$ cat src/design/bssi_pkg.sv
package bssi_pkg;

  // one stored word
  typedef logic signed [31:0] word_t;

  // operation codes of an input transaction
  typedef enum logic [1:0] {
    OP_PUSH    = 2'd0,
    OP_POP     = 2'd1,
    OP_REVERSE = 2'd2,
    OP_INSERT  = 2'd3
  } op_t;

  // status codes of a result transaction
  typedef enum logic [1:0] {
    ST_OK       = 2'd0,
    ST_OVERFLOW = 2'd1,
    ST_EMPTY    = 2'd2
  } status_t;

  // word returned by a pop on an empty stack
  localparam word_t EMPTY_WORD = -32'sd999;

  // sort keys for sorted insert, top of stack first: words not less than
  // the new word, then the new word, then the smaller words
  localparam logic [1:0] KEY_GE = 2'd0;
  localparam logic [1:0] KEY_X  = 2'd1;
  localparam logic [1:0] KEY_LT = 2'd2;

  // what every cell does in a cycle
  typedef enum logic [2:0] {
    CELL_HOLD,
    CELL_SHIFT_DN,
    CELL_SHIFT_UP,
    CELL_REV_INIT,
    CELL_SORT
  } cell_op_t;

  // broadcast control from the sequencer to the cell row
  typedef struct packed {
    cell_op_t op;
    logic     parity;
    word_t    value;
  } cell_ctl_t;

endpackage

$ cat src/design/bssi_cell.sv
module bssi_cell
  import bssi_pkg::*;
#(
  parameter int DEPTH = 16,
  parameter int IDX   = 0
) (
  input  logic                       clk,
  input  cell_ctl_t                  ctl,
  input  logic [$clog2(DEPTH+1)-1:0] count,
  input  word_t                      up_word,
  input  logic [$clog2(DEPTH+1)-1:0] up_key,
  input  word_t                      dn_word,
  input  logic [$clog2(DEPTH+1)-1:0] dn_key,
  output word_t                      word,
  output logic [$clog2(DEPTH+1)-1:0] key
);

  localparam int KW = $clog2(DEPTH+1);
  localparam logic [KW-1:0] IDX_K    = KW'(IDX);
  localparam logic [KW-1:0] KEY_NONE = '1;
  localparam logic          IDX_ODD  = ((IDX % 2) == 1);

  word_t         word_r, word_nxt;
  logic [KW-1:0] key_r, key_nxt;
  logic          is_left;

  // in a sort phase the cell pairs with the cell below when its index
  // parity matches the phase parity, otherwise with the cell above
  assign is_left = (IDX_ODD == ctl.parity);

  // next word and key
  always_comb begin
    word_nxt = word_r;
    key_nxt  = key_r;
    unique case (ctl.op)
      CELL_HOLD: begin
      end
      CELL_SHIFT_DN: begin
        word_nxt = up_word;
        if (IDX == 0) begin
          key_nxt = KW'(KEY_X);
        end else if (IDX_K <= count) begin
          key_nxt = (up_word < ctl.value) ? KW'(KEY_LT) : KW'(KEY_GE);
        end else begin
          key_nxt = KEY_NONE;
        end
      end
      CELL_SHIFT_UP: begin
        word_nxt = dn_word;
      end
      CELL_REV_INIT: begin
        key_nxt = (IDX_K < count) ? (count - IDX_K - KW'(1)) : KEY_NONE;
      end
      CELL_SORT: begin
        if (is_left) begin
          if (key_r > dn_key) begin
            word_nxt = dn_word;
            key_nxt  = dn_key;
          end
        end else begin
          if (up_key > key_r) begin
            word_nxt = up_word;
            key_nxt  = up_key;
          end
        end
      end
      default: begin
      end
    endcase
  end

  always_ff @(posedge clk) begin
    word_r <= word_nxt;
    key_r  <= key_nxt;
  end

  assign word = word_r;
  assign key  = key_r;

endmodule

$ cat src/design/bssi_ctrl.sv
module bssi_ctrl
  import bssi_pkg::*;
#(
  parameter int DEPTH = 16
) (
  input  logic                       clk,
  input  logic                       rst_n,
  input  logic                       in_valid,
  output logic                       in_stall,
  input  logic [1:0]                 in_operation,
  input  word_t                      in_value,
  output logic                       out_valid,
  input  logic                       out_stall,
  output word_t                      out_popped_word,
  output logic [1:0]                 out_status,
  output logic [4:0]                 out_fill_count,
  input  word_t                      top_word,
  output cell_ctl_t                  ctl,
  output logic [$clog2(DEPTH+1)-1:0] count
);

  localparam int KW = $clog2(DEPTH+1);
  localparam int PW = $clog2(DEPTH+2);
  localparam logic [KW-1:0] FULL = KW'(DEPTH);

  typedef enum logic [1:0] {
    S_IDLE,
    S_SORT,
    S_DROP
  } state_t;

  state_t        state_r, state_nxt;
  logic [KW-1:0] count_r, count_nxt;
  logic [PW-1:0] phases_r, phases_nxt;
  logic          parity_r, parity_nxt;
  logic          ovf_r, ovf_nxt;
  logic          out_valid_r, out_valid_nxt;
  word_t         out_popped_r, out_popped_nxt;
  status_t       out_status_r, out_status_nxt;
  logic [4:0]    out_fill_r, out_fill_nxt;
  logic [KW+4:0] fill_ext;
  logic          in_accept;
  op_t           op;

  assign op        = op_t'(in_operation);
  assign in_stall  = (state_r != S_IDLE) || (out_valid_r && out_stall);
  assign in_accept = in_valid && !in_stall;

  // fill count of the result, taken from the count after the transaction
  assign fill_ext     = {5'b0, count_nxt};
  assign out_fill_nxt = fill_ext[4:0];

  // sequencer: push and pop handled in the idle state, multi-phase reverse and insert
  always_comb begin
    state_nxt      = state_r;
    count_nxt      = count_r;
    phases_nxt     = phases_r;
    parity_nxt     = parity_r;
    ovf_nxt        = ovf_r;
    out_valid_nxt  = out_valid_r && out_stall;
    out_popped_nxt = out_popped_r;
    out_status_nxt = out_status_r;
    ctl.op         = CELL_HOLD;
    ctl.parity     = parity_r;
    ctl.value      = in_value;
    unique case (state_r)
      S_IDLE: begin
        if (in_accept) begin
          unique case (op)
            OP_PUSH: begin
              out_valid_nxt  = 1'b1;
              out_popped_nxt = '0;
              if (count_r < FULL) begin
                ctl.op         = CELL_SHIFT_DN;
                count_nxt      = count_r + KW'(1);
                out_status_nxt = ST_OK;
              end else begin
                out_status_nxt = ST_OVERFLOW;
              end
            end
            OP_POP: begin
              out_valid_nxt = 1'b1;
              if (count_r != '0) begin
                ctl.op         = CELL_SHIFT_UP;
                count_nxt      = count_r - KW'(1);
                out_popped_nxt = top_word;
                out_status_nxt = ST_OK;
              end else begin
                out_popped_nxt = EMPTY_WORD;
                out_status_nxt = ST_EMPTY;
              end
            end
            OP_REVERSE: begin
              ctl.op     = CELL_REV_INIT;
              phases_nxt = PW'(count_r);
              parity_nxt = 1'b0;
              ovf_nxt    = 1'b0;
              state_nxt  = S_SORT;
            end
            OP_INSERT: begin
              ctl.op     = CELL_SHIFT_DN;
              phases_nxt = PW'(count_r) + PW'(1);
              parity_nxt = 1'b0;
              state_nxt  = S_SORT;
              if (count_r < FULL) begin
                count_nxt = count_r + KW'(1);
                ovf_nxt   = 1'b0;
              end else begin
                ovf_nxt   = 1'b1;
              end
            end
            default: begin
            end
          endcase
        end
      end
      S_SORT: begin
        if (phases_r != '0) begin
          ctl.op     = CELL_SORT;
          phases_nxt = phases_r - PW'(1);
          parity_nxt = !parity_r;
        end else if (ovf_r) begin
          state_nxt = S_DROP;
        end else begin
          state_nxt      = S_IDLE;
          out_valid_nxt  = 1'b1;
          out_popped_nxt = '0;
          out_status_nxt = ST_OK;
        end
      end
      S_DROP: begin
        // the word left on top after the sort falls off a full stack
        ctl.op         = CELL_SHIFT_UP;
        state_nxt      = S_IDLE;
        out_valid_nxt  = 1'b1;
        out_popped_nxt = '0;
        out_status_nxt = ST_OVERFLOW;
      end
      default: begin
        state_nxt = S_IDLE;
      end
    endcase
  end

  // state and registered outputs
  always_ff @(posedge clk) begin
    if (!rst_n) begin
      state_r     <= S_IDLE;
      count_r     <= '0;
      phases_r    <= '0;
      parity_r    <= 1'b0;
      ovf_r       <= 1'b0;
      out_valid_r <= 1'b0;
    end else begin
      state_r     <= state_nxt;
      count_r     <= count_nxt;
      phases_r    <= phases_nxt;
      parity_r    <= parity_nxt;
      ovf_r       <= ovf_nxt;
      out_valid_r <= out_valid_nxt;
    end
    if (out_valid_nxt && !(out_valid_r && out_stall)) begin
      out_popped_r <= out_popped_nxt;
      out_status_r <= out_status_nxt;
      out_fill_r   <= out_fill_nxt;
    end
  end

  assign out_valid       = out_valid_r;
  assign out_popped_word = out_popped_r;
  assign out_status      = out_status_r;
  assign out_fill_count  = out_fill_r;
  assign count           = count_r;

  // the stack never holds more than its depth
  a_count_bound: assert property (@(posedge clk) disable iff (!rst_n)
    count_r <= FULL)
    else $error("stack count above depth");

  // a pop on a non-empty stack removes exactly one word
  a_pop_count: assert property (@(posedge clk) disable iff (!rst_n)
    (in_accept && (op == OP_POP) && (count_r != '0)) |=>
      (count_r == $past(count_r) - KW'(1)))
    else $error("pop did not decrement count");

  // an empty status always carries the empty marker word
  a_empty_word: assert property (@(posedge clk) disable iff (!rst_n)
    (out_valid_r && (out_status_r == ST_EMPTY)) |-> (out_popped_r == EMPTY_WORD))
    else $error("empty status without marker word");

  // the phase count of a sort never exceeds the depth plus one
  a_phase_bound: assert property (@(posedge clk) disable iff (!rst_n)
    (state_r == S_SORT) |-> (phases_r <= PW'(DEPTH + 1)))
    else $error("sort phase count out of range");

  // an overflowing insert leaves the stack full
  a_drop_full: assert property (@(posedge clk) disable iff (!rst_n)
    (state_r == S_DROP) |-> (count_r == FULL))
    else $error("drop cycle on a stack that is not full");

endmodule

$ cat src/design/bounded_stack_sorted_insert_top.sv
// push and pop: the result is valid in the cycle after the transaction is accepted
// reverse: key setup, sort phases; sorted insert: shift down, sort phases,
// plus a drop if full; a sort phase is an odd-even exchange along the cell row
// a new transaction is taken once the previous one is finished and its
// result register is free or being emptied
// synchronous active-low reset empties the stack; stored words are not cleared
module bounded_stack_sorted_insert_top
  import bssi_pkg::*;
#(
  parameter int DEPTH = 16
) (
  input  logic        clk,
  input  logic        rst_n,
  input  logic        in_valid,
  output logic        in_stall,
  input  logic [1:0]  in_operation,
  input  word_t       in_value,
  output logic        out_valid,
  input  logic        out_stall,
  output word_t       out_popped_word,
  output logic [1:0]  out_status,
  output logic [4:0]  out_fill_count
);

  localparam int KW = $clog2(DEPTH+1);

  cell_ctl_t     ctl;
  logic [KW-1:0] count;
  word_t         word_q [0:DEPTH];
  logic [KW-1:0] key_q  [0:DEPTH];

  bssi_ctrl #(
    .DEPTH(DEPTH)
  ) u_ctrl (
    .clk            (clk),
    .rst_n          (rst_n),
    .in_valid       (in_valid),
    .in_stall       (in_stall),
    .in_operation   (in_operation),
    .in_value       (in_value),
    .out_valid      (out_valid),
    .out_stall      (out_stall),
    .out_popped_word(out_popped_word),
    .out_status     (out_status),
    .out_fill_count (out_fill_count),
    .top_word       (word_q[0]),
    .ctl            (ctl),
    .count          (count)
  );

  // cell row, top of stack in cell 0, one spare cell at the bottom
  for (genvar p = 0; p <= DEPTH; p++) begin : g_cell
    word_t         up_word, dn_word;
    logic [KW-1:0] up_key, dn_key;

    if (p == 0) begin : g_first
      assign up_word = ctl.value;
      assign up_key  = '0;
    end else begin : g_mid_up
      assign up_word = word_q[p-1];
      assign up_key  = key_q[p-1];
    end

    if (p == DEPTH) begin : g_last
      assign dn_word = '0;
      assign dn_key  = '1;
    end else begin : g_mid_dn
      assign dn_word = word_q[p+1];
      assign dn_key  = key_q[p+1];
    end

    bssi_cell #(
      .DEPTH(DEPTH),
      .IDX  (p)
    ) u_cell (
      .clk    (clk),
      .ctl    (ctl),
      .count  (count),
      .up_word(up_word),
      .up_key (up_key),
      .dn_word(dn_word),
      .dn_key (dn_key),
      .word   (word_q[p]),
      .key    (key_q[p])
    );
  end

endmodule
$ cat config.mk
export PLATFORM = sky130hd
export DESIGN_NAME = bounded_stack_sorted_insert_top
export DESIGN_NICKNAME = d
export VERILOG_FILES = /design/src/design/bssi_pkg.sv /design/src/design/bssi_cell.sv /design/src/design/bssi_ctrl.sv /design/src/design/bounded_stack_sorted_insert_top.sv
export SDC_FILE = /design/constraint.sdc
export NUM_CORES = 2
export LEC_CHECK = 0
export ABC_AREA = 1
export BUFFER_PORTS_ARGS = -buffer_cell sky130_fd_sc_hd__buf_2
export CORE_ASPECT_RATIO = 1.1
export CORE_MARGIN = 4
export CORE_UTILIZATION = 30
export DETAILED_ROUTE_END_ITERATION = 10
export PLACE_DENSITY = 0.46
export SYNTH_ARGS = -nofsm -noshare
export SYNTH_HDL_FRONTEND = slang
export SYNTH_SLANG_ARGS = --single-unit
$ cat constraint.sdc
create_clock -name clk -period 4.3 [get_ports clk]
set_clock_uncertainty 0.2 [all_clocks]
set_input_delay 0.43 -clock clk [delete_from_list [all_inputs] [get_ports clk]]
set_output_delay 0.43 -clock clk [all_outputs]
set_load 0.01 [all_outputs]
==> results.sh <==
export IMPL_dominant_combinational_cell_family_by_area_after_synthesis="simple AND/OR/NAND/NOR gates"
export IMPL_timing_setup_critical_path_class="reg -> reg"
export IMPL_route_detailed_drc=0
export IMPL_finalCritPeriodShare=0.880
export IMPL_max_cap_viol_count=0
export IMPL_fp_row_count=148
export IMPL_post_route_cell_area_um2=50500
export IMPL_worst_path_max_delay_cell="ha_1"
export IMPL_max_fclk_mhz=264
export IMPL_via_count=35967
export IMPL_start_util=0.303
export IMPL_post_route_cells_drive_above_1_share=0.0646
export IMPL_timing_rr_start="u_ctrl.state_r[1]$_SDFFE_PN0P_"
export IMPL_setup_violations=0
export IMPL_port_buffer_count=78
export IMPL_power_leakage_uw=0.0224
export IMPL_cp_required_ns=4.48
export IMPL_path_cells="inv_1, ha_1, inv_2, a31oi_2, nand2_1, nor2_1, nand2_4, nor2_8, inv_8, nand2_8, buf_12, o21ai_0"
export IMPL_post_dp_hpwl_um=104000
export IMPL_final_cell_count_no_fill=7227
export IMPL_clock_sinks=683
export IMPL_critical_path_max_stage_delay_ns=0.50
export IMPL_detail_route_wirelength_met1_um=68000
export IMPL_top_layer_used="met4"
export IMPL_setup_tns_ns=0
export IMPL_area_enclosed_by_the_die_boundary_um2=157000
export IMPL_placed_area_um2=48000
export IMPL_final_max_slew_viol_count=0
export IMPL_antenna_violations_before_repair=1
export IMPL_placedCellCount=7078
export IMPL_critical_path_peak_fanout=105
export IMPL_final_weighted_congestion_of_routability_driven_global_placement=0.852
export IMPL_synth_seq_cells=683
export IMPL_cp_top_family="simple AND/OR/NAND/NOR gates"
export IMPL_setup_worst_path_start_class="register"
export IMPL_drt_pass1_iter_count=7
export IMPL_startpoint="u_ctrl.state_r[1]$_SDFFE_PN0P_"
export IMPL_cellInternalPower_uw=23400
export IMPL_complex_gate_fraction_of_the_synthesized_area=0.0890
export IMPL_synthCells=5154
export IMPL_htree_num_levels=3
export IMPL_clk_pin_slew_worst_paths_ns=0.06
export IMPL_grt_max_degree=166
export IMPL_postSynth_asyncResetShare=0
export IMPL_route_met3_wl_um=6030
export IMPL_pwr_share_clk=0.160
export IMPL_design_final_nets=5861
export IMPL_number_of_buffers_added_by_the_clock_tree_synthesis_step=81
export IMPL_comb_power_share=0.450
export IMPL_rsz_0062_raised_after_global_routing="false"
export IMPL_netlist_cell_type_count=52
export IMPL_min_path_type="in -> reg"
export IMPL_detail_route_wirelength_um=143000
export IMPL_syn_mean_instance_area_um2=8.75
export IMPL_syn_std_cell_area_um2=45100
export IMPL_dominantRegCellSynth="edfxtp_1"
export IMPL_synth_nets=5803
export IMPL_net_switching_power_uw=18900
export IMPL_adder_and_majority_cell_fraction_of_the_synthesized_area=0.170
export IMPL_yosysWarningCount=0
export IMPL_power_ir_vdd_worst_v=0.000569
export IMPL_hold_fails_final_rpt=0
export IMPL_gr_usage_all_layers=0.180
export IMPL_vias_per_cell=4.98
export IMPL_synthXorXnorAreaFrac=0.00272
export IMPL_post_synth_and_or_nand_nor_area_fraction=0.232
export IMPL_floorplan_die_width_um=378
export IMPL_drt_iter0_drc=2730
export IMPL_clock_path_buffers=3
export IMPL_dr_wl_met2_um=64400
export IMPL_worstSetupEndpointType="register"
export IMPL_cp_data_arrival_time_ns=3.97
export IMPL_clk_root_buffer_cell="clkbuf_16"
export IMPL_switch_share=0.446
export IMPL_clock_latency_reported_for_the_late_side_of_the_worst_skew_pair_ns=0.67
export IMPL_multiInputGateArea_um2=22400
export IMPL_max_slew_margin=0.240
export IMPL_synth_seq_area_share=0.452
export IMPL_run_status="complete, no violations"
export IMPL_synth_mux_area_frac=0
export IMPL_dieHeight_um=415
export IMPL_grt_pass1_vias=35834
export IMPL_grt_pass1_wl_um=218000
export IMPL_layout_stage_area_growth_over_the_synthesis_result_pct=12.1
export IMPL_power_share_sequential=0.390
export IMPL_final_period_minus_worst_setup_slack_ns=3.79
export IMPL_synth_edff_count=668
export IMPL_powerDensity_nw_per_um2=837
export IMPL_hp_start="in_valid"
export IMPL_fillCellCount=15476
export IMPL_final_seq_area_um2=20400
export IMPL_gr_total_overflow=0
export IMPL_ios=79
export IMPL_totalPowerFinal_uw=42300
export IMPL_cp_buffers_inverters=4
export IMPL_ant_nets=0
export IMPL_clock_tree_from_tritoncts="yes"
export IMPL_wl_per_cell_um=19.8
export IMPL_tightest_slew_ns=1.14
export IMPL_area_of_the_core_um2=149000
export IMPL_cts_repair_resized=0
synthesized netlist by cell type, drive strengths merged, types with 13 or more instances:
cell type  instances  area [um2]
nand3            466        2340
o211ai            19         148
ha               611        7640
o22ai             17         106
edfxtp           668       20100
buf              153         863
nor2             326        1240
clkbuf            50         188
o21ai            344        1770
nand4             81         507
inv              371        1400
a21o              23         173
dfxtp             15         300
o21bai            14         105
a21oi            292        1460
nor4              13        81.3
nand2           1602        6040
worst reg2reg max path, cell delays in order (launching register included):
cell     delay, ns
dfxtp_1       0.35
inv_1         0.12
ha_1          0.50
inv_2         0.11
a31oi_2       0.25
nand2_1       0.12
nor2_1        0.20
nand2_4       0.18
nor2_8        0.41
inv_8         0.14
nand2_8       0.23
buf_12        0.47
o21ai_0       0.23
cell usage in the layout (no fill, tap or decap), drive strengths merged, types with 2 or more instances in the layout:
cell,instances
o32ai,2
xor2,12
xnor2,2
and3,12
o22ai,17
buf,177
nand3,466
clkinv,40
or2,2
inv,371
o21bai,14
nand2,1602
edfxtp,668
a211oi,2
o21a,9
nand3b,4
nor2,326
clkbuf,104
a2bb2oi,2
o211ai,19
nor3,11
o21ai,344
dfxtp,15
a21o,23
clkinvlp,2
a21oi,292
bufinv,4
nor3b,10
ha,611
nand4,81
o31ai,2
nor4,13
a31oi,9
flip-flops by register name (all words and copies together), names as in the netlist:
signal / count
u_ctrl.state_r: 2
g_cell.u_cell.key: 85
u_ctrl.out_status: 2
u_ctrl.parity_r: 1
u_ctrl.phases_r: 5
u_ctrl.ovf_r: 1
u_ctrl.out_fill_count: 5
u_ctrl.out_valid: 1
u_ctrl.count: 5
g_cell.u_cell.word: 544
u_ctrl.out_popped_word: 32
final cells by class:
class                   count  area share
multi-input cells        3894       0.444
clock inverters            43     0.00706
repair buffers            178      0.0264
clock buffers             104      0.0429
inverters                 374      0.0282
diodes                      1   0.0000495
flip-flops and latches    683       0.403
well taps                1950      0.0483
power by group through the flow:
stage                     registers (uW)  clock network, uW  logic, uW
after global placement             16600                  0      18800
after floorplan                    15400                  0      13500
after CTS                          16500               6990      19300
final                              16500               6770      19000
after global routing               16900               7230      22000
after detailed placement           16600                  0      19200
worst paths after layout:
kind / end / slack (ns) / cells after the start
worst min-delay path: u_ctrl.ovf_r$_SDFFE_PN0P_ / 0.08 / 4
worst max register to register: g_cell[0].u_cell.word[25]$_DFFE_PP_ / 0.51 / 12
worst min register to register: u_ctrl.phases_r[0]$_SDFFE_PN0P_ / 0.30 / 2
worst max-delay path: g_cell[0].u_cell.word[25]$_DFFE_PP_ / 0.51 / 12
metrics by stage:
step           hold WS, ns  setup WS [ns]   util
2_1_floorplan        0.258         0.0388      -
3_3_place_gp         0.287          0.531  0.323
3_5_place_dp         0.289          0.465  0.323
4_1_cts             0.0113          0.458  0.340
5_1_grt             0.0667          0.207  0.340
6_report            0.0779          0.515  0.340
layer usage:
layer / vias up / global-route usage
li1: 17940 / -
met3: 161 / 0.0203
met5: - / 0
met1: 17112 / 0.253
met2: 754 / 0.288
met4: 0 / 0.0611
what timing repair did:
action / 4_1_cts / 5_1_grt
hold endpoints to repair: 7 / 0
setup buffers: 0 / 0
hold buffers: 1 / 0
cells by family (layout without fill, tap and decap cells):
logic type,Yosys count,count (layout)
AOI/OAI and AO/OA,741,741
buffers and inverters,577,699
DFF,683,683
xor gates and xnor gates,14,14
and+or+nand+nor,2528,2528
adders and majority gates,611,611
other,0,1
(Power assumes the default switching activity.)
